## src/rtl/bmp_pkg.sv

```systemverilog
package bmp_pkg;

	// Field widths of a request and a result.
	localparam int IN_W  = 17;
	localparam int VAL_W = 30;

	// Factorial table size.
	localparam int MAX_N  = 131071;
	localparam int DEPTH  = MAX_N + 1;
	localparam int IDX_W  = $clog2(DEPTH);

	// Prime modulus and the Fermat exponent p - 2.
	localparam logic [31:0]      MOD_P   = 32'd1000000007;
	localparam logic [31:0]      MOD_P2  = 32'd2000000014;
	localparam logic [31:0]      MOD_P3  = 32'd3000000021;
	localparam logic [VAL_W-1:0] EXP_INV = 30'd1000000005;
	localparam int               EXP_W   = VAL_W;

	// Barrett reciprocal floor(2^61 / p) for the modular multiplier.
	localparam logic [31:0] BARRETT_M = 32'((64'd1 << 61) / 64'd1000000007);

	// Latency of the modular multiplier in cycles.
	localparam int MM_LAT = 5;

	// Queue between front and back.
	localparam int QDEPTH = 4;
	localparam int QPTR_W = $clog2(QDEPTH);

	typedef struct packed {
		logic [IN_W-1:0] n_value;
		logic [IN_W-1:0] k_value;
	} query_t;

	typedef struct packed {
		logic [VAL_W-1:0] binom_value;
		logic             invalid;
	} result_t;

	// Classified request as it waits in the queue.
	typedef struct packed {
		logic [IDX_W-1:0] n_addr;
		logic [IDX_W-1:0] k_addr;
		logic [IDX_W-1:0] d_addr;
		logic             bad;
		logic             one;
	} qent_t;

	// Modular multiply request and response.
	typedef struct packed {
		logic             valid;
		logic [VAL_W-1:0] a;
		logic [VAL_W-1:0] b;
	} mm_req_t;

	typedef struct packed {
		logic             valid;
		logic [VAL_W-1:0] y;
	} mm_rsp_t;

	// Table write from the start-up fill.
	typedef struct packed {
		logic             fact_we;
		logic             inv_we;
		logic [IDX_W-1:0] addr;
		logic [VAL_W-1:0] data;
	} tbl_wr_t;

	typedef enum logic [2:0] {
		INIT_ZERO,
		INIT_FACT,
		INIT_POW_ACC,
		INIT_POW_SQ,
		INIT_TOP,
		INIT_INV,
		INIT_DONE
	} init_state_t;

endpackage

```

## src/rtl/bmp_if.sv

```systemverilog
interface bmp_query_if import bmp_pkg::*; ();
	logic   valid;
	logic   ready;
	query_t data;

	modport source(output valid, output data, input ready);
	modport sink(input valid, input data, output ready);
endinterface


```

## src/rtl/bmp_front.sv

```systemverilog
module bmp_front import bmp_pkg::*; (
	input  logic        clk,
	input  logic        arst_n,
	input  logic        init_busy,
	bmp_query_if.sink   query,
	input  logic        pop,
	output qent_t       head,
	output logic        head_valid
);

	qent_t             ent_q [QDEPTH];
	logic [QPTR_W-1:0] wr_q;
	logic [QPTR_W-1:0] rd_q;
	logic [QPTR_W:0]   cnt_q;
	logic              push;
	logic              do_pop;
	qent_t             cls;

	// Classify the request: rejected, trivially one, or a full product.
	always_comb begin
		cls.n_addr = IDX_W'(query.data.n_value);
		cls.k_addr = IDX_W'(query.data.k_value);
		cls.d_addr = IDX_W'(query.data.n_value - query.data.k_value);
		cls.bad    = (query.data.k_value > query.data.n_value) ||
		             (32'(query.data.n_value) > 32'(MAX_N));
		cls.one    = (query.data.k_value == '0) ||
		             (query.data.k_value == query.data.n_value);
	end

	assign query.ready = (cnt_q != (QPTR_W+1)'(QDEPTH)) && !init_busy;
	assign push        = query.valid && query.ready;
	assign head_valid  = (cnt_q != '0);
	assign do_pop      = pop && head_valid;
	assign head        = ent_q[rd_q];

	// Queue storage.
	always_ff @(posedge clk) begin
		if (push) begin
			ent_q[wr_q] <= cls;
		end
	end

	// Queue pointers.
	always_ff @(posedge clk or negedge arst_n) begin
		if (!arst_n) begin
			wr_q  <= '0;
			rd_q  <= '0;
			cnt_q <= '0;
		end else begin
			if (push) begin
				wr_q <= wr_q + QPTR_W'(1);
			end
			if (do_pop) begin
				rd_q <= rd_q + QPTR_W'(1);
			end
			cnt_q <= cnt_q + (QPTR_W+1)'(push) - (QPTR_W+1)'(do_pop);
		end
	end

endmodule

```

## src/flat_wrapper.sv

```systemverilog
// flat-port wrapper written by rule: the top's interface ports become plain ports
module bmp_front_flat import bmp_pkg::*;
  (clk, arst_n, init_busy, pop, head, head_valid, query_valid, query_data, query_ready);
  bmp_query_if query_i ();
  input  logic clk;
  input  logic arst_n;
  input  logic init_busy;
  input  logic pop;
  output qent_t head;
  output logic head_valid;
  input wire logic [$bits(query_i.valid)-1:0] query_valid;
  input wire logic [$bits(query_i.data)-1:0] query_data;
  output wire logic [$bits(query_i.ready)-1:0] query_ready;
  assign query_i.valid = query_valid;
  assign query_i.data = query_data;
  assign query_ready = query_i.ready;
  bmp_front u_core (.clk(clk), .arst_n(arst_n), .init_busy(init_busy), .query(query_i), .pop(pop), .head(head), .head_valid(head_valid));
endmodule
```

## config.mk

```make
export PLATFORM = sky130hd
export DESIGN_NAME = bmp_front_flat
export DESIGN_NICKNAME = d
export VERILOG_FILES = /design/src/rtl/bmp_pkg.sv /design/src/rtl/bmp_if.sv /design/src/rtl/bmp_front.sv /design/src/flat_wrapper.sv
export SDC_FILE = /design/constraint.sdc
export NUM_CORES = 1
export LEC_CHECK = 0
export ABC_AREA = 1
export BUFFER_PORTS_ARGS = -buffer_cell sky130_fd_sc_hd__clkbuf_2
export CORE_MARGIN = 2
export CORE_UTILIZATION = 40
export DETAILED_ROUTE_END_ITERATION = 8
export HOLD_SLACK_MARGIN = 0.03
export PLACE_DENSITY = 0.65
export SETUP_SLACK_MARGIN = 0.15
export SYNTH_ARGS = -nofsm -noshare
export SYNTH_HDL_FRONTEND = slang
export SYNTH_SLANG_ARGS = --single-unit
```

## constraint.sdc

```tcl
create_clock -name clk -period 4.68 [get_ports clk]
set_input_delay 0.936 -clock clk [delete_from_list [all_inputs] [get_ports clk]]
set_output_delay 0.936 -clock clk [all_outputs]
set_load 0.01 [all_outputs]
```

==> results by group, run 1 <==
Status
  – Status: finished clean

CTS
  – CTS-repair resized insts: 0
  – Clock buffer count from CTS: 24
  – Clk_lat worst skew: 510 ps
  – H-tree levels: 1
  – Clock root buffer: clkbuf_16
  – Clk pin slew, worst setup/hold paths: approximately 60 ps
  – Clock Tree Buf Depth: 3
  – CTS tree: built
  – CTS Sinks: 219
  – Post-CTS setup buffers: 0
  – Hold_buf cts: 0

Min path
  – Hold crit path type: in2async

Timing
  – Final Slew Violations: 0
  – Setup TNS Final: 0 ps
  – RSZ-0062 raised after global routing: false
  – Final hold vios: 0
  – Worst-margin pin slew: 1060 ps
  – Final Critical Period: approximately 3500 ps
  – Max Freq: 286 MHz
  – Max transition margin: 29.2%
  – Skew final: 5.80 ps
  – Final setup fails: 0
  – Crit share post-route: 74.8%

Global routing
  – Overflow after GRT: 0
  – Vias in the first global route: 6239
  – First-pass GRT wire length: 34.1 mm
  – Largest net degree at the start of global routing: 109
  – Initial antenna violation count: 0
  – GRT Total Usage: approximately 18%

Detailed routing
  – Metal-1 WL: 9.81 mm
  – Starting DRT DRC Count: about 400
  – Vias: 6251
  – Post-route antenna net violation count: 0
  – DRC errors left: 0
  – Vias per std cell: 5.07
  – Wire length per cell: 17.8 um
  – Met3 WL: 1.26 mm
  – DR top layer: met4
  – DR pass1 iterations: 5
  – WL final: 22.0 mm
  – Metal2 WL: just over 10 mm

Power and ir drop
  – Power Density: 580 nW/um^2
  – Worst VDD drop: roughly 0.00031 V
  – Pleak: 4.27 nW

Floorplanning
  – # rows: 56
  – IO Count: between 90 and 100
  – Core area: roughly 23000 um^2
  – Initial core utilization: about two fifths
  – Die area: between 20000 and 25000 um^2
  – Chip width: 158 um
  – DIE HEIGHT: 158 um

Critical path
  – Crit path required time: 3740 ps
  – Crit path DAT: 2560 ps
  – Critical Path Fanout Max: 29
  – Worst Setup Path Type: reg2out
  – R2R depth: 5
  – Critical Path End Type: primary output
  – Startpoint Class: register

Yosys
  – Count of cell types in the netlist: 28
  – Post-Syn Nets: between 800 and 900
  – Number of synthesis warnings: 0
  – Post-synthesis sequential area ratio: 69.2%
  – Synth Instances: 802
  – Synthesized area per cell: 11.8 um^2
  – Cell area after synthesis: 9450 um^2
  – Yosys reg bits: 219

Placed design
  – Count of input and output buffers: 93
  – Gp weighted congestion: 0.935
  – Hpwl dp: 14.5 mm

Cells and area
  – Fill cells: 2136
  – Area delta synth->final: 16.7%
  – Antenna cell count: 0
  – Leading cell types in the layout, fill and taps excluded: 212 x edfxtp_1, 116 x nor2_1, 108 x o21ai_0
  – Post-Route Utilization: between 40 and 50%
  – Layout cells sized above 1: between 15 and 20%
  – Commonest non-fill, non-tap cell in the layout: edfxtp_1
  – Post-layout nets: 963

Flow run
  – Max-cap viol count: 0
registers in the layout, summed over array words and instances (netlist names):
signal	cells
u_core.ent_q	212
u_core.rd_q	2
u_core.wr_q	2
u_core.cnt_q	3
final cells by class:
class	count	area (um^2)	area share, %
inverter	85	319	2.89
clock buffer	28	637	5.78
clock inverter	13	115	1.04
tap	319	399	3.62
multi-input combinational	464	2430	22.1
sequential	219	6540	59.3
timing repair buffer	105	581	5.27
final timing paths:
| check | start | to | slack, ps |
|---|---|---|---|
| worst max register to register | u_core.cnt_q[1] | u_core.ent_q[0][39] | 2120 |
| worst max-delay path | u_core.rd_q[1] | head[37] | 1180 |
| worst min register to register | u_core.cnt_q[2] | u_core.cnt_q[2] | 580 |
| max in group asynchronous | arst_n | u_core.rd_q[0] | 4230 |
| worst min-delay path | arst_n | u_core.cnt_q[2] | 260 |
| min in group clk | u_core.cnt_q[2] | u_core.cnt_q[2] | 580 |
report_power, final:
group	total (mW)	internal [mW]	switching [mW]
Sequential	2.51	2.42	0.0926
Clock	1.79	1.08	0.714
Combinational	2.09	0.679	1.41
synth_stat cells:
cell type	count	area, um^2
buf_6	5	56.3
nand4_1	3	18.8
clkbuf_1	16	60.1
xor2_1	9	78.8
nor2_2	2	12.5
xnor2_1	3	26.3
buf_4	2	15.0
inv_1	83	312
nand3_2	1	10.0
a31oi_2	1	12.5
nand2_2	4	25.0
and2_1	1	6.26
clkbuf_2	1	5.00
nor2_1	120	450
dfrtp_1	7	175
nor3_1	6	30.0
edfxtp_1	212	6370
inv_2	2	7.51
o22ai_1	53	332
o21ai_0	108	541
nand2_1	99	372
fa_1	2	40.0
buf_2	10	50.1
ha_1	23	288
nor4_1	2	12.5
nand3_1	14	70.1
a21oi_1	12	60.1
nor3_4	1	16.3
logic make-up after synthesis:
family	Yosys count	synth area share, %
AO/OA/AOI/OAI	174	10.0
adder cells (fa/ha/maj)	25	3.47
flip-flops	219	69.2
buffers and inverters	119	5.35
AND/OR/NAND/NOR	253	10.8
XOR/XNOR	12	1.11
metal layers:
layer	GRT usage, %	up-vias
li1	-	3015
met1	24.4	3037
met2	29.8	161
met3	2.98	38
met4	5.24	0
met5	0	-
worst max-delay path, stage by stage, from the launching register on:
cell and delay, ps:
dfrtp_1 940, buf_4 440, o21ai_0 150, o22ai_1 320, clkbuf_2 200
through the flow:
step	power (mW)	worst slack (ps)	instances	hold WS, ps	cell area, um^2
6_report	6.40	1180	1233	260	11000
5_1_grt	6.79	1080	1233	252	11000
4_1_cts	6.48	1180	1233	246	11000
3_5_place_dp	4.69	1570	1192	573	10300
3_3_place_gp	4.66	1640	1192	587	10300
2_1_floorplan	3.89	621	802	546	9450
Power figures use the tool's default switching activity.
==> run 2, diff against run 1 <==
--- a/config.mk
+++ b/config.mk
@@ -5,13 +5,13 @@
 export SDC_FILE = /design/constraint.sdc
 export NUM_CORES = 1
 export LEC_CHECK = 0
-export ABC_AREA = 1
+export ABC_AREA = 0
 export BUFFER_PORTS_ARGS = -buffer_cell sky130_fd_sc_hd__clkbuf_2
 export CORE_MARGIN = 2
 export CORE_UTILIZATION = 40
 export DETAILED_ROUTE_END_ITERATION = 8
 export HOLD_SLACK_MARGIN = 0.03
-export PLACE_DENSITY = 0.65
+export PLACE_DENSITY = 0.67
 export SETUP_SLACK_MARGIN = 0.15
 export SYNTH_ARGS = -nofsm -noshare
 export SYNTH_HDL_FRONTEND = slang
==> constraint.sdc (replaced) <==
create_clock -name clk -period 2.95 [get_ports clk]
set_input_delay 0.59 -clock clk [delete_from_list [all_inputs] [get_ports clk]]
set_output_delay 0.59 -clock clk [all_outputs]
set_load 0.01 [all_outputs]
==> results by group, run 2 <==
Yosys
  – Simple-gate portion of the synthesized area: 3.21% (-7.6 points)
  – Post-synthesis mux area share: 13.3% (+13 points)
  – Synth Area in XOR/XNOR: 1.75% (+0.64 points)
  – Count leader, synth: edfxtp_1
  – Post-synthesis sequential area ratio: 72.7% (+3.5 points)
  – Yosys top cell by area: edfxtp_1
  – Synth top cells by count: 212 x edfxtp_1, 53 x mux4_2, 28 x inv_1, 23 x ha_1, 17 x nand2_1
  – Post-Synth Adder-Cell Area: 3.64% (+0.17 points)
  – Synth area leaders: edfxtp_1 71%, mux4_2 13%, ha_1 3.2%
  – Top_reg_cell synth: edfxtp_1
  – Post-Syn Nets: 526 (-39%)
  – Yosys top cell area share: 70.7% (+3.4 points)
  – Largest family of logic cells by synthesized area: multiplexers
  – Count of cell types in the netlist: 46 (+64%)
  – Yosys reg bits: 219 (unchanged)
  – Synthesized area per cell: 19.5 um^2 (+65%)
  – Number of synthesis warnings: 0 (unchanged)
  – Post-synthesis compound-gate area fraction: 3.63% (-6.4 points)
  – Cell area after synthesis: 9000 um^2 (-4.8%)
  – Async SR Flop Fraction: 3.20% (unchanged)
  – Post-synth EDFFs: 212 (unchanged)
  – Synth Instances: 462 (-42%)

Detailed routing
  – Wire length per cell: 22.0 um (+24%)
  – Starting DRT DRC Count: 251 (-36%)
  – DRC errors left: 0 (unchanged)
  – Vias per std cell: 5.42 (+6.9%)
  – DR pass1 iterations: 4 (-1)
  – Post-route antenna net violation count: 0 (unchanged)
  – Vias: 4769 (-24%)
  – WL final: 19.4 mm (-12%)

Critical path
  – Critical path's slowest cell: dfrtp_2
  – Critical Path Fanout Max: 38 (+31%)
  – Worst Setup Path Type: reg2out
  – Crit path required time: 2360 ps (-1380 ps)
  – Crit path DAT: 2050 ps (-510 ps)
  – Crit-path cells: buf_12, mux4_2, clkbuf_2
  – Startpoint Class: register
  – Slowest cell delay on critical path: 680 ps (-260 ps)
  – Critical Path End Type: primary output

CTS
  – Clock root buffer: clkbuf_16
  – Clock Tree Buf Depth: 3 (unchanged)
  – CTS Sinks: 219 (unchanged)
  – Clk_lat worst skew: 510 ps (about the same)
  – CTS tree: built
  – H-tree levels: 1 (unchanged)
  – CTS-repair resized insts: 0 (unchanged)
  – Clock buffer count from CTS: 24 (unchanged)
  – Clk pin slew, worst setup/hold paths: 60 ps (about the same)

Cells and area
  – Post-layout nets: 647 (-33%)
  – Commonest non-fill, non-tap cell in the layout: edfxtp_1
  – Top Registers: u_core.ent_q (212), u_core.cnt_q (3)
  – Number of flip-flops in the largest register: 212 (unchanged)
  – Layout cells sized above 1: 33.8% (+17 points)
  – Non-filler cells, final: 880 (-29%)
  – Area delta synth->final: 19.3%
  – Register Area: 6550 um^2 (about the same)
  – Leading cell types in the layout, fill and taps excluded: 212 x edfxtp_1, 93 x clkbuf_2, 53 x mux4_2
  – Fill cells: 1796 (-16%)
  – Antenna cell count: 0 (unchanged)
  – Multi-input logic area: 2300 um^2 (-5.4%)
  – Largest register by flop count: u_core.ent_q

Placed design
  – Placed insts: 833 (-30%)
  – Count of input and output buffers: 93 (unchanged)
  – Gp weighted congestion: 0.810 (-13%)
  – Hpwl dp: 12.5 mm (-14%)

Floorplanning
  – DIE HEIGHT: 154 um (-2.3%)
  – # rows: 54 (-3.6%)
  – IO Count: 94 (unchanged)
  – Initial core utilization: 41.0% (+0.49 points)
  – Chip width: 154 um (-2.3%)
  – Core area: 22000 um^2 (-5.9%)
  – Die area: 23700 um^2 (-4.6%)

Timing
  – Final setup fails: 0 (unchanged)
  – Setup TNS Final: 0 ps (unchanged)
  – Final hold vios: 0 (unchanged)
  – Max transition margin: 58.4% (+29 points)
  – Max Freq: 379 MHz
  – Skew final: 10.3 ps (+4.51 ps)
  – RSZ-0062 raised after global routing: false
  – Hold slack: 328 ps (+67.6 ps)
  – Crit share post-route: approximately nine tenths
  – Final Critical Period: 2640 ps
  – Final Slew Violations: 0 (unchanged)
  – Worst-margin pin slew: 617 ps (-446 ps)

Global routing
  – Vias in the first global route: 5070 (-19%)
  – GRT Total Usage: 16.8% (-1.2 points)
  – Initial antenna violation count: 0 (unchanged)
  – Overflow after GRT: 0 (unchanged)
  – First-pass GRT wire length: 30.3 mm (-11%)
  – Largest net degree at the start of global routing: 54 (-50%)

Status
  – Status: finished clean

Power and ir drop
  – Overall Power: 9.73 mW (+52%)
  – Comb pwr share: 28.4% (-4.3 points)
  – Pleak: 3.82 nW (-10%)
  – Psw: 2.79 mW (+26%)
  – Seq pwr share: 41.3% (+2.0 points)
  – Power Density: 907 nW/um^2 (+56%)
  – Internal power: 6.94 mW (+66%)
  – Worst VDD drop: 0.000601 V (+91%)
  – Switching portion of total power: 28.7% (-6.0 points)
  – Clk pwr share: 30.2% (+2.2 points)

Min path
  – Hold crit path type: in2reg

Flow run
  – Max-cap viol count: 0 (unchanged)
==> run 2: cell count changes after synthesis, moves of 10 or more <==
cell      delta
o21ai_0    -101
clkbuf_1    -10
mux4_2      +53
nand2_1     -82
nor2_1     -105
inv_1       -55
nand3_1     -13
o22ai_1     -53
==> run 2: logic make-up (layout without fill, tap and decap cells) <==
family,after synthesis,after routing
AO/OA/AOI/OAI,47,47
adder cells (fa/ha/maj),25,25
buffers and inverters,41,179
AND/OR/NAND/NOR,59,59
flip-flops,219,219
XOR/XNOR,18,18
multiplexers,53,53
==> run 2: critical path: cells and delay by family, from the launching register on <==
family / cells / cell delay (ps)
multiplexers: 1 / 370
buffers and inverters: 2 / 470
flip-flops: 1 / 680
==> run 2: power by group through the flow <==
stage	clock network (mW)	registers [mW]	logic (mW)
final	2.94	4.02	2.77
after global routing	3.14	4.06	3.03
after CTS	3.00	4.03	2.85
after detailed placement	0	4.15	2.75
after global placement	0	4.13	2.71
after floorplan	0	3.99	1.80
==> run 2: per-layer routing <==
| layer | global-route usage [%] | wire, um |
|---|---|---|
| met4 | 4.98 | 484 |
| met2 | 28.0 | 9530 |
| met1 | 22.3 | 8360 |
| met5 | 0 | 0 |
| met3 | 3.49 | 992 |
==> run 2: metrics by stage <==
| stage | instance area, um^2 | setup slack [ps] | utilization (%) |
|---|---|---|---|
| 2_1_floorplan | 9000 | 233 | - |
| 6_report | 10700 | 311 | 48.9 |
| 5_1_grt | 10700 | 206 | 48.9 |
| 3_3_place_gp | 9920 | 200 | 45.2 |
| 3_5_place_dp | 9920 | 119 | 45.2 |
| 4_1_cts | 10700 | 262 | 48.9 |
==> run 2: timing repair <==
item	in CTS	in global routing
hold endpoints to repair	7	0
endpoints found under the setup margin	28	0
hold buffers	1	0
setup buffers	3	0
==> run 2: path summary, 6_finish.rpt <==
path | from | end | slack [ps] | cells past startpoint
worst min register to register | u_core.cnt_q[2] | u_core.cnt_q[2] | 530 | 1
worst max-delay path | u_core.rd_q[1] | head[18] | 310 | 3
max in group asynchronous | arst_n | u_core.rd_q[0] | 2280 | 2
worst min-delay path | query_data[20] | u_core.ent_q[3][39] | 330 | 1
min in group asynchronous | arst_n | u_core.cnt_q[1] | 460 | 2
worst max register to register | u_core.cnt_q[1] | u_core.cnt_q[2] | 570 | 9
==> run 2: area by class of cell <==
class	instances	area share, %
Sequential cell	219	61.0
Multi-Input combinational cell	202	21.4
Timing Repair Buffer	108	6.11
Clock buffer	29	5.97
Tap cell	280	3.26
Clock inverter	14	1.29
Inverter	28	0.979
