==> src/rtl/bmp_pkg.sv <==
package bmp_pkg;

	// Field widths of a request and a result.
	localparam int IN_W  = 17;
	localparam int VAL_W = 30;

	// Factorial table size.
	localparam int MAX_N  = 131071;
	localparam int DEPTH  = MAX_N + 1;
	localparam int IDX_W  = $clog2(DEPTH);

	// Prime modulus and the Fermat exponent p - 2.
	localparam logic [31:0]      MOD_P   = 32'd1000000007;
	localparam logic [31:0]      MOD_P2  = 32'd2000000014;
	localparam logic [31:0]      MOD_P3  = 32'd3000000021;
	localparam logic [VAL_W-1:0] EXP_INV = 30'd1000000005;
	localparam int               EXP_W   = VAL_W;

	// Barrett reciprocal floor(2^61 / p) for the modular multiplier.
	localparam logic [31:0] BARRETT_M = 32'((64'd1 << 61) / 64'd1000000007);

	// Latency of the modular multiplier in cycles.
	localparam int MM_LAT = 5;

	// Queue between front and back.
	localparam int QDEPTH = 4;
	localparam int QPTR_W = $clog2(QDEPTH);

	typedef struct packed {
		logic [IN_W-1:0] n_value;
		logic [IN_W-1:0] k_value;
	} query_t;

	typedef struct packed {
		logic [VAL_W-1:0] binom_value;
		logic             invalid;
	} result_t;

	// Classified request as it waits in the queue.
	typedef struct packed {
		logic [IDX_W-1:0] n_addr;
		logic [IDX_W-1:0] k_addr;
		logic [IDX_W-1:0] d_addr;
		logic             bad;
		logic             one;
	} qent_t;

	// Modular multiply request and response.
	typedef struct packed {
		logic             valid;
		logic [VAL_W-1:0] a;
		logic [VAL_W-1:0] b;
	} mm_req_t;

	typedef struct packed {
		logic             valid;
		logic [VAL_W-1:0] y;
	} mm_rsp_t;

	// Table write from the start-up fill.
	typedef struct packed {
		logic             fact_we;
		logic             inv_we;
		logic [IDX_W-1:0] addr;
		logic [VAL_W-1:0] data;
	} tbl_wr_t;

	typedef enum logic [2:0] {
		INIT_ZERO,
		INIT_FACT,
		INIT_POW_ACC,
		INIT_POW_SQ,
		INIT_TOP,
		INIT_INV,
		INIT_DONE
	} init_state_t;

endpackage

==> src/rtl/bmp_init.sv <==
module bmp_init import bmp_pkg::*; (
	input  logic    clk,
	input  logic    arst_n,
	input  mm_rsp_t mm_rsp,
	output mm_req_t mm_req,
	output tbl_wr_t tbl_wr,
	output logic    busy
);

	init_state_t      state_q, state_d;
	logic [IDX_W-1:0] idx_q, idx_d;
	logic [VAL_W-1:0] cur_q, cur_d;
	logic [VAL_W-1:0] sq_q, sq_d;
	logic [4:0]       bit_q, bit_d;
	logic             pend_q, pend_d;

	// State and working registers.
	always_ff @(posedge clk or negedge arst_n) begin
		if (!arst_n) begin
			state_q <= INIT_ZERO;
			idx_q   <= IDX_W'(1);
			cur_q   <= VAL_W'(1);
			sq_q    <= '0;
			bit_q   <= '0;
			pend_q  <= 1'b0;
		end else begin
			state_q <= state_d;
			idx_q   <= idx_d;
			cur_q   <= cur_d;
			sq_q    <= sq_d;
			bit_q   <= bit_d;
			pend_q  <= pend_d;
		end
	end

	// Fill sequence: factorials upward, one Fermat inversion of MAX_N!,
	// then inverse factorials downward.
	always_comb begin
		state_d = state_q;
		idx_d   = idx_q;
		cur_d   = cur_q;
		sq_d    = sq_q;
		bit_d   = bit_q;
		pend_d  = pend_q;
		mm_req.valid   = 1'b0;
		mm_req.a       = cur_q;
		mm_req.b       = VAL_W'(idx_q);
		tbl_wr.fact_we = 1'b0;
		tbl_wr.inv_we  = 1'b0;
		tbl_wr.addr    = idx_q;
		tbl_wr.data    = mm_rsp.y;
		busy           = 1'b1;
		unique case (state_q)
			INIT_ZERO: begin
				tbl_wr.fact_we = 1'b1;
				tbl_wr.addr    = '0;
				tbl_wr.data    = VAL_W'(1);
				state_d        = INIT_FACT;
			end
			INIT_FACT: begin
				if (!pend_q) begin
					mm_req.valid = 1'b1;
					pend_d       = 1'b1;
				end else if (mm_rsp.valid) begin
					tbl_wr.fact_we = 1'b1;
					cur_d          = mm_rsp.y;
					pend_d         = 1'b0;
					if (idx_q == IDX_W'(MAX_N)) begin
						sq_d    = mm_rsp.y;
						cur_d   = VAL_W'(1);
						bit_d   = '0;
						state_d = INIT_POW_ACC;
					end else begin
						idx_d = idx_q + IDX_W'(1);
					end
				end
			end
			INIT_POW_ACC: begin
				mm_req.b = sq_q;
				if (!EXP_INV[bit_q]) begin
					state_d = INIT_POW_SQ;
				end else if (!pend_q) begin
					mm_req.valid = 1'b1;
					pend_d       = 1'b1;
				end else if (mm_rsp.valid) begin
					cur_d   = mm_rsp.y;
					pend_d  = 1'b0;
					state_d = INIT_POW_SQ;
				end
			end
			INIT_POW_SQ: begin
				mm_req.a = sq_q;
				mm_req.b = sq_q;
				if (bit_q == 5'(EXP_W - 1)) begin
					state_d = INIT_TOP;
				end else if (!pend_q) begin
					mm_req.valid = 1'b1;
					pend_d       = 1'b1;
				end else if (mm_rsp.valid) begin
					sq_d    = mm_rsp.y;
					bit_d   = bit_q + 5'd1;
					pend_d  = 1'b0;
					state_d = INIT_POW_ACC;
				end
			end
			INIT_TOP: begin
				tbl_wr.inv_we = 1'b1;
				tbl_wr.addr   = IDX_W'(MAX_N);
				tbl_wr.data   = cur_q;
				idx_d         = IDX_W'(MAX_N);
				state_d       = INIT_INV;
			end
			INIT_INV: begin
				tbl_wr.addr = idx_q - IDX_W'(1);
				if (!pend_q) begin
					mm_req.valid = 1'b1;
					pend_d       = 1'b1;
				end else if (mm_rsp.valid) begin
					tbl_wr.inv_we = 1'b1;
					cur_d         = mm_rsp.y;
					pend_d        = 1'b0;
					if (idx_q == IDX_W'(1)) begin
						state_d = INIT_DONE;
					end else begin
						idx_d = idx_q - IDX_W'(1);
					end
				end
			end
			INIT_DONE: begin
				busy = 1'b0;
			end
			default: begin
				state_d = INIT_DONE;
			end
		endcase
	end

endmodule

==> config.mk <==
export PLATFORM = sky130hd
export DESIGN_NAME = bmp_init
export DESIGN_NICKNAME = d
export VERILOG_FILES = /design/src/rtl/bmp_pkg.sv /design/src/rtl/bmp_init.sv
export SDC_FILE = /design/constraint.sdc
export NUM_CORES = 1
export LEC_CHECK = 0
export ABC_AREA = 1
export ABC_CLOCK_PERIOD_IN_PS = 6800
export BUFFER_PORTS_ARGS = -buffer_cell sky130_fd_sc_hd__buf_2
export CAP_MARGIN = 10
export CORE_UTILIZATION = 38
export CTS_CLUSTER_DIAMETER = 80
export DETAILED_ROUTE_END_ITERATION = 7
export PLACE_DENSITY_LB_ADDON = 0.05
export REMOVE_ABC_BUFFERS = 1
export SETUP_SLACK_MARGIN = 0.05
export SLEW_MARGIN = 20
export SYNTH_ARGS = -nofsm -noshare
export SYNTH_HDL_FRONTEND = slang
export SYNTH_SLANG_ARGS = --single-unit
==> constraint.sdc <==
create_clock -name clk -period 6.8 [get_ports clk]
set_clock_uncertainty 0.05 [all_clocks]
set_input_delay 0.34 -clock clk [delete_from_list [all_inputs] [get_ports clk]]
set_output_delay 0.34 -clock clk [all_outputs]
set_load 0.03 [all_outputs]
==> results of run 1 <==
==> layer usage <==
layer,global-route usage,part of all wire,vias to the layer above
met5,0,0.00073,-
met4,0.0487,0.012,2
met3,0.0528,0.054,14
met2,0.356,0.44,151
met1,0.336,0.49,2649
li1,-,-,2987
==> cells in the final DEF, fill, tap and decap left out, types with 11 or more instances in the layout <==
| master | n |
|---|---|
| o21ai_0 | 167 |
| inv_1 | 116 |
| nor3_1 | 11 |
| nor2_1 | 48 |
| xor2_1 | 11 |
| dfrtp_1 | 84 |
| nand3_1 | 74 |
| a21oi_1 | 13 |
| o21ai_1 | 17 |
| buf_2 | 142 |
| nand2_1 | 226 |
==> per-stage QoR <==
step,setup slack [ns],hold WS [ns]
after CTS,3.41,0.164
after global placement,3.55,0.217
final,3.44,0.176
after global routing,3.12,0.177
after detailed placement,3.43,0.216
after floorplan,3.50,-0.00559
==> where the power goes <==
| part | total, W | leakage [nW] | internal (W) | switching (W) |
|---|---|---|---|---|
| clock network | 0.000526 | 0.149 | 0.000298 | 0.000228 |
| registers | 0.000612 | 0.960 | 0.000556 | 0.0000557 |
| logic | 0.000543 | 2.60 | 0.000156 | 0.000387 |
| total | 0.00168 | 3.71 | 0.00101 | 0.000671 |
==> registers in the layout (all words and copies together), names as in the netlist <==
register,count
cur_q,30
sq_q,30
idx_q,17
bit_q,5
state_q,3
pend_q,1
==> area by class of cell <==
class / count / area, sq um
clock inverter: 6 / 68.8
multi-input combinational: 608 / 2900
inverter: 118 / 443
clock buffer: 10 / 239
tap: 184 / 230
timing repair buffer: 151 / 781
fill: 1610 / 7830
sequential: 86 / 2150
==> tightest hold or removal path, cell delays in order <==
cell and delay [ns]:
buf_2 0.10, nand2_1 0.05, o21ai_0 0.05
==> logic make-up (layout without fill, tap and decap cells) <==
logic type	after synthesis	count (layout)	synth area share
adders and majority gates	7	7	0.0153
AOI/OAI and AO/OA	210	210	0.191
buffers and inverters	169	285	0.121
DFF	86	86	0.376
and+or+nand+nor	379	379	0.278
xor gates and xnor gates	12	12	0.0184
==> worst paths after layout <==
path / startpoint / to / cells after the start
worst min-delay path: mm_rsp[12] / sq_q[12] / 3
worst min register to register: cur_q[0] / cur_q[0] / 2
worst max-delay path: idx_q[0] / bit_q[4] / 18
min in group asynchronous: arst_n / state_q[1] / 2
worst max register to register: idx_q[0] / bit_q[4] / 18
max in group asynchronous: arst_n / bit_q[1] / 3
==> what timing repair did <==
action / 4_1_cts / 5_1_grt
hold endpoints to repair: 21 / 0
buffers inserted: 0 / 0
hold buffers: 1 / 0
==> flow_metrics.tcl, run 1 <==
set metrics [dict create \
    status "complete, but fails checks" \
    violations "DRC" \
    grt_use_total 0.234 \
    power_w 0.00168 \
    critPathMostFrequentCell "nand2_1" \
    fin_tns_setup_ns 0 \
    netlist_top_cells_count "nand2_1, o21ai_0, inv_1, dfrtp_1, nand3_1" \
    critPathMaxStageDelay_ns 0.56 \
    cap_violations 0 \
    fmax_ghz 0.297 \
    syn_area_per_cell_sq_um 6.63 \
    clk_latency_ns 0.35 \
    worstPathRequired_ns 6.99 \
    fin_crit_sh 0.495 \
    endpoint_kind "register" \
    setup_viol 0 \
    finalWirelength_mm 17.8 \
    first_pass_iters 6 \
    avgRoutedWirePerCell_microns 15.3 \
    antenna_found_initial 1 \
    synth_area_leaders "dfrtp_1, nand2_1, o21ai_0, inv_1, nand3_1" \
    cts_root_buffer "clkbuf_16" \
    areaGrowthSynthToFinish_pct 19.0 \
    die_h_microns 125 \
    fin_crit_ns 3.36 \
    path_cells "ha_1 > nand2_1 > nor2_1 > nand2_1 > nor2_2 > nand4_1 > nor3_1 > ha_1 > inv_1 > nand2_1 > nand2_1 > a21oi_4 > buf_4 > nand2_2 > inv_1 > nand3_1 > nand2_1 > nor2_1" \
    rsz0062_at_grt "no" \
    cp.arrival_ns 3.55 \
    regToRegSetupSlack_ns 3.44 \
    die_w_microns 125 \
    critPathMaxFanout 63 \
    max-vdd-ir-drop_mv 0.131 \
    grt_pass1_wl_mm 28.8 \
    yosysMostFrequentCell "nand2_1" \
    num_rows 44 \
    cts-resized-gates 0 \
    ant_nets 0 \
    place.gp.congestion 0.896 \
    core_area_sq_mm 0.0146 \
    clockBufferDepth 2 \
    synth_warnings 0 \
    yosys_most_used_dff "dfrtp_1" \
    drv_slew 0 \
    p_per_area_mw_per_mm2 247 \
    critPathSlowestCell "dfstp_2" \
    die-area_sq_mm 0.0156 \
    final_core_util 0.465 \
    ios 144 \
    clock-sinks 86 \
    overflow 0 \
    cts_tree "built" \
    critPathLaunchType "register" \
    crit_type "reg -> reg" \
    worst_slew_pin_slew_ns 0.991 \
    start_util 0.391 \
    cts_max_level 3 \
    p_leak_nw 3.71 \
    synth_top_area_frac 0.367 \
    yosysSeqAreaShare 0.376 \
    numCtsBuffers 9 \
    placedCellCount 1146 \
    grt_pass1_vias 5210 \
    clkTransAtPathRegs_ns 0.07 \
    via_per_inst 4.99 \
    portBuffers 143 \
    final_cells 1163 \
    ys_ff_latch 86 \
    layout-drive-gt1-share 0.191 \
    antenna_cells 0 \
    synthCells 863 \
    min_path_type "in -> reg" \
    hold_viol_final 0 \
    async_reset_ff_frac 1.00 \
    drt_iter0_drc 332 \
    final_area_sq_mm 0.00681 \
    vias 5803 \
    syn_area_sq_mm 0.00573 \
    dpl.hpwl_mm 11.9 \
    placed_area_sq_mm 0.00649 \
    grt_max_degree 66 \
    ys_types 30 \
    cp_top_family "simple AND/OR/NAND/NOR gates" \
    finalNetCount 1014 \
    synth_edf_count 0 \
    drc 6 \
    max_slew_margin 0.337 \
    crit_buf_inv 3 \
    synth_top_area_cell "dfrtp_1" \
]
Power figures use the tool's default switching activity.
==> run 2, diff against run 1 <==
--- a/config.mk
+++ b/config.mk
@@ -6,7 +6,7 @@
 export NUM_CORES = 1
 export LEC_CHECK = 0
 export ABC_AREA = 1
-export ABC_CLOCK_PERIOD_IN_PS = 6800
+export ABC_CLOCK_PERIOD_IN_PS = 3400
 export BUFFER_PORTS_ARGS = -buffer_cell sky130_fd_sc_hd__buf_2
 export CAP_MARGIN = 10
 export CORE_UTILIZATION = 38
==> constraint.sdc (replaced) <==
create_clock -name clk -period 3.4 [get_ports clk]
set_clock_uncertainty 0.05 [all_clocks]
set_input_delay 0.17 -clock clk [delete_from_list [all_inputs] [get_ports clk]]
set_output_delay 0.17 -clock clk [all_outputs]
set_load 0.03 [all_outputs]
==> run 2 against run 1 <==
  * The flow still finishes with violations (DRC)
  * Clock-buffer cell count stayed put
  * Setup slack worse by 2.9 ns
  * Non-clock buffer count is 13 higher
  * Via count is 2.9% higher
  * Sequential share of layout area is 0.51 points lower
  * Hold slack worse by 0.17 ns
  * Fmax is 16% higher
  * Sequential cell count stayed put
  * Combinational power is 100% higher
  * Utilization is 0.76 points higher
  * Largest power group unchanged
==> flow_metrics.tcl, run 2 (synthesis results as in run 1) <==
set metrics [dict create \
    clkTransAtPathRegs_ns 0.07 \
    min_path_type "in -> reg" \
    combPwrFrac 0.331 \
    switching_share 0.409 \
    critPathLaunchType "register" \
    status "complete, but fails checks" \
    endpoint_kind "register" \
    antenna_cells 0 \
    cp.arrival_ns 3.11 \
    numCtsBuffers 9 \
    grt_max_degree 65 \
    grt_pass1_wl_mm 29.1 \
    start_util 0.391 \
    grt_use_total 0.236 \
    core_area_sq_mm 0.0146 \
    layout-drive-gt1-share 0.195 \
    cts_root_buffer "clkbuf_16" \
    clockBufferDepth 2 \
    critPathMaxFanout 62 \
    hold_viol_final 0 \
    layout_commonest_cell "nand2_1" \
    p_per_area_mw_per_mm2 479 \
    first_pass_iters 8 \
    clock-sinks 86 \
    worst_slew_pin_slew_ns 0.628 \
    seq_power_share 0.371 \
    die_w_microns 125 \
    drv_slew 0 \
    via_per_inst 5.08 \
    clk_latency_ns 0.35 \
    p_leak_nw 3.76 \
    avgRoutedWirePerCell_microns 15.1 \
    place.gp.congestion 0.861 \
    violations "DRC" \
    ios 144 \
    cts_max_level 3 \
    dpl.hpwl_mm 12.1 \
    rsz0062_at_grt "no" \
    antenna_found_initial 0 \
    overflow 0 \
    cap_violations 0 \
    final_area_sq_mm 0.00693 \
    portBuffers 143 \
    vias 5970 \
    cts_tree "built" \
    ant_nets 0 \
    final_cell_mix "nand2_1, o21ai_0, buf_2" \
    num_rows 44 \
    worstPathRequired_ns 3.62 \
    crit_type "reg -> reg" \
    max_slew_margin 0.581 \
    regToRegSetupSlack_ns 0.51 \
    intPower_w 0.00196 \
    reg.largest.list "cur_q x30, sq_q x30, idx_q x17" \
    placed_area_sq_mm 0.00654 \
    fillers 1593 \
    setup_viol 0 \
    clkPwrFrac 0.298 \
    p_sw_w 0.00136 \
    finalWirelength_mm 17.8 \
    die_h_microns 125 \
    die-area_sq_mm 0.0156 \
    fmax_ghz 0.346 \
    fin_crit_sh 0.850 \
    drc 6 \
    areaGrowthSynthToFinish_pct 21.0 \
    fin_tns_setup_ns 0 \
    drt_iter0_drc 331 \
    finalNetCount 1027 \
    fin_crit_ns 2.89 \
    grt_pass1_vias 5421 \
    max-vdd-ir-drop_mv 0.295 \
]
run 2: changes by cell type in the layout (fill, tap and decap cells not counted), sizes merged:
cell	before	now
clkinv	2	1
bufinv	1	0
dlygate4sd3	1	9
clkinvlp	1	2
buf	150	155
inv	120	121
run 2: per-stage QoR:
| stage | utilization | hold slack, ns | instances | power, W | setup WS (ns) |
|---|---|---|---|---|---|
| after global routing | 0.473 | 0.0115 | 1176 | 0.00352 | 0.146 |
| after global placement | 0.447 | 0.130 | 1151 | 0.00234 | 0.548 |
| after detailed placement | 0.447 | 0.133 | 1151 | 0.00233 | 0.440 |
| after floorplan | - | -0.176 | 812 | 0.00197 | 0.0952 |
| final | 0.473 | 0.00850 | 1176 | 0.00332 | 0.512 |
| after CTS | 0.473 | 0.000432 | 1176 | 0.00335 | 0.429 |
run 2: metal layers:
metal  track usage  part of all wire  vias to the layer above
li1              -                 -                     3025
met4        0.0603             0.013                        0
met1         0.330              0.49                     2754
met2         0.367              0.44                      177
met5             0                 0                        -
met3        0.0511             0.056                       14
run 2: timing repair:
| action | 4_1_cts | 5_1_grt |
|---|---|---|
| setup buffers | 0 | 0 |
| endpoints found under the setup margin | 0 | 3 |
| hold endpoints to repair | 42 | 0 |
| resized for setup | 0 | 1 |
| hold buffers | 9 | 0 |
run 2: final cells by class:
| class | instances | area [sq um] | area share |
|---|---|---|---|
| Clock buffer | 10 | 239 | 0.0345 |
| Clock inverter | 6 | 52.6 | 0.00759 |
| Inverter | 118 | 443 | 0.0640 |
| Multi-Input combinational cell | 608 | 2900 | 0.418 |
| Sequential cell | 86 | 2150 | 0.311 |
| Tap cell | 184 | 230 | 0.0332 |
| Timing Repair Buffer | 164 | 911 | 0.132 |
run 2: worst paths after layout:
kind,from,endpoint,cells after the start
hold reg to reg,cur_q[0],cur_q[0],2
hold / removal,mm_rsp[20],sq_q[20],3
max in group asynchronous,arst_n,cur_q[0],3
setup reg to reg,idx_q[0],bit_q[0],15
min in group asynchronous,arst_n,state_q[0],2
setup / recovery,idx_q[0],bit_q[0],15
run 2: worst max-delay path, cell delays in order, from the launching register on:
cell and delay [ns]:
dfstp_2 0.56, ha_1 0.19, nand2_1 0.07, nor2_1 0.18
nand2_1 0.12, nor2_2 0.21, nand4_1 0.16, nor3_2 0.17
ha_1 0.19, inv_1 0.07, nand2_1 0.12, nand2_1 0.10
a21oi_4 0.17, buf_12 0.27, nand3_1 0.09, o21ai_0 0.08
run 2: power groups by stage:
| stage | combinational (W) | clock [W] | sequential (W) |
|---|---|---|---|
| global route | 0.00122 | 0.00106 | 0.00124 |
| finish | 0.00110 | 0.000990 | 0.00123 |
| floorplan | 0.000770 | 0 | 0.00120 |
| detailed placement | 0.00109 | 0 | 0.00124 |
| CTS | 0.00110 | 0.00102 | 0.00123 |
| global placement | 0.00110 | 0 | 0.00124 |
==> run 3, diff against run 2 <==
--- a/config.mk
+++ b/config.mk
@@ -6,7 +6,7 @@
 export NUM_CORES = 1
 export LEC_CHECK = 0
 export ABC_AREA = 1
-export ABC_CLOCK_PERIOD_IN_PS = 3400
+export ABC_CLOCK_PERIOD_IN_PS = 2600
 export BUFFER_PORTS_ARGS = -buffer_cell sky130_fd_sc_hd__buf_2
 export CAP_MARGIN = 10
 export CORE_UTILIZATION = 38
==> constraint.sdc (replaced) <==
create_clock -name clk -period 2.6 [get_ports clk]
set_clock_uncertainty 0.05 [all_clocks]
set_input_delay 0.13 -clock clk [delete_from_list [all_inputs] [get_ports clk]]
set_output_delay 0.13 -clock clk [all_outputs]
set_load 0.03 [all_outputs]
==> run 3 against run 2 <==
  * The flow finishes with violations (DRC, setup timing)
  * Global-route usage increased by 1.0 points
  * Hold slack gained 0.17 ns
  * Setup slack got worse by 0.51 ns
  * Sequential cell count did not move
  * Fmax rose by 11%
  * Largest power group is now combinational cells
==> flow_metrics.tcl, run 3 (synthesis results as in run 1) <==
set metrics [dict create \
    portBuffers 143 \
    ios 144 \
    reg.largest.list "cur_q x30, sq_q x30, idx_q x17" \
    die_h_microns 125 \
    cts_max_level 3 \
    timing.final.ws_setup_ns -0.00189 \
    antenna_found_initial 0 \
    via_per_inst 5.07 \
    path_cells "ha_4 > nand2_4 > nor2_4 > nand2_2 > nor2_2 > nand4_1 > nor3_2 > ha_2 > inv_2 > nand2_2 > nand2_2 > a21oi_4 > buf_6 > buf_12 > nand2_2 > o21ai_1" \
    clock-sinks 86 \
    dpl.hpwl_mm 12.6 \
    hold_viol_final 0 \
    critPathSlowestCell "dfstp_2" \
    fin_crit_ns 2.60 \
    critPathMostFrequentCell "nand2_2" \
    avgRoutedWirePerCell_microns 15.8 \
    die_w_microns 125 \
    first_pass_iters 7 \
    cap_violations 0 \
    die-area_sq_mm 0.0156 \
    critPathLaunchType "register" \
    drt_iter0_drc 558 \
    fin_hold_ws_ns 0.180 \
    clockBufferDepth 2 \
    layout_commonest_cell "nand2_1" \
    core_area_sq_mm 0.0146 \
    fin_crit_sh 1.00 \
    violations "DRC, setup timing" \
    numCtsBuffers 9 \
    place.gp.congestion 0.873 \
    finalNetCount 1088 \
    drv_slew 0 \
    ant_nets 0 \
    cts_root_buffer "clkbuf_16" \
    setup_viol 1 \
    power_w 0.00454 \
    worstPathRequired_ns 2.82 \
    crit_type "reg -> reg" \
    rsz0062_at_grt "yes" \
    finalWirelength_mm 19.6 \
    grt_use_total 0.246 \
    endpoint_kind "register" \
    critPathMaxFanout 7 \
    worst_slew_pin_slew_ns 0.537 \
    max-vdd-ir-drop_mv 0.341 \
    areaGrowthSynthToFinish_pct 37.4 \
    p_leak_nw 4.24 \
    clkTransAtPathRegs_ns 0.06 \
    antenna_cells 0 \
    status "complete, but fails checks" \
    min_path_type "in -> async" \
    fin_tns_setup_ns -0.00189 \
    cts_tree "built" \
    grt_pass1_vias 5672 \
    grt_pass1_wl_mm 30.5 \
    clk_latency_ns 0.35 \
    p_per_area_mw_per_mm2 577 \
    start_util 0.391 \
    overflow 0 \
    num_rows 44 \
    layout-drive-gt1-share 0.270 \
    vias 6276 \
    max_slew_margin 0.642 \
    dp_slack_ns 0.000760 \
    cp.arrival_ns 2.82 \
    grt_max_degree 65 \
    drc 6 \
    fmax_ghz 0.384 \
    final_cell_mix "nand2_1, buf_2, o21ai_0" \
    critPathMaxStageDelay_ns 0.55 \
]
## run 3: cell count changes in the layout (fill, tap and decap cells not counted), moves of 3 or more
| cell | before | now |
|---|---|---|
| buf_4 | 12 | 35 |
| buf_6 | 0 | 6 |
| dlygate4sd3_1 | 9 | 31 |
| o21ai_0 | 167 | 139 |
| nand2_2 | 3 | 21 |
| clkbuf_16 | 9 | 13 |
| nand2_4 | 0 | 12 |
| o21ai_1 | 17 | 33 |
| o21ai_2 | 0 | 12 |
| nor2_1 | 48 | 44 |
| ha_1 | 7 | 4 |
| nand2_1 | 226 | 196 |
| buf_12 | 1 | 5 |
## run 3: routing by layer
layer	vias up	track usage	wire (microns)
met4	0	0.0588	260
met1	2928	0.347	9300
met3	17	0.0533	1140
met2	193	0.381	8850
met5	-	0	0
li1	3138	-	-
## run 3: cell type report
cell class              instances  area [sq um]
multi-input cells             608          3120
repair buffers                225          1620
fillers                      1522          6780
well taps                     184           230
inverters                     118           447
clock buffers                  11           233
clock inverters                 5          60.1
flip-flops and latches         86          2160
## run 3: path summary, 6_finish.rpt
kind	slack, ns	depth (start not counted)	startpoint	endpoint
worst max-delay path	-0.002	16	idx_q[0]	sq_q[10]
worst min-delay path	0.18	2	arst_n	state_q[0]
worst max register to register	-0.002	16	idx_q[0]	sq_q[10]
worst min register to register	0.45	2	cur_q[0]	cur_q[0]
max in group asynchronous	1.66	3	arst_n	bit_q[0]
min in group clk	0.18	5	mm_rsp[30]	state_q[0]
## run 3: repair_timing
item / 4_1_cts / 5_1_grt
cloned: 2 / 5
pin swaps: 0 / 11
hold buffers: 31 / 0
gates resized for setup: 6 / 103
setup buffers: 4 / 3
endpoints found under the hold margin: 77 / 0
setup endpoints to repair: 58 / 90
## run 3: report_power, final
group / leakage [nW] / internal (W) / switching [W]
Clock: 0.140 / 0.000748 / 0.000568
Sequential: 0.959 / 0.00145 / 0.0000971
Combinational: 3.14 / 0.000537 / 0.00113
## run 3: critical path: cells and delay by family, from the launching register on
| family | cells | cell delay (ns) |
|---|---|---|
| and+or+nand+nor | 9 | 0.91 |
| adders and majority gates | 2 | 0.37 |
| AOI/OAI and AO/OA | 2 | 0.25 |
| buffers and inverters | 3 | 0.39 |
| DFF | 1 | 0.55 |
## run 3: through the flow
stage,utilization,std cells,area [sq um]
2_1_floorplan,-,812,5480
3_3_place_gp,0.463,1176,6780
3_5_place_dp,0.463,1176,6780
4_1_cts,0.511,1229,7480
5_1_grt,0.537,1237,7870
6_report,0.537,1237,7870
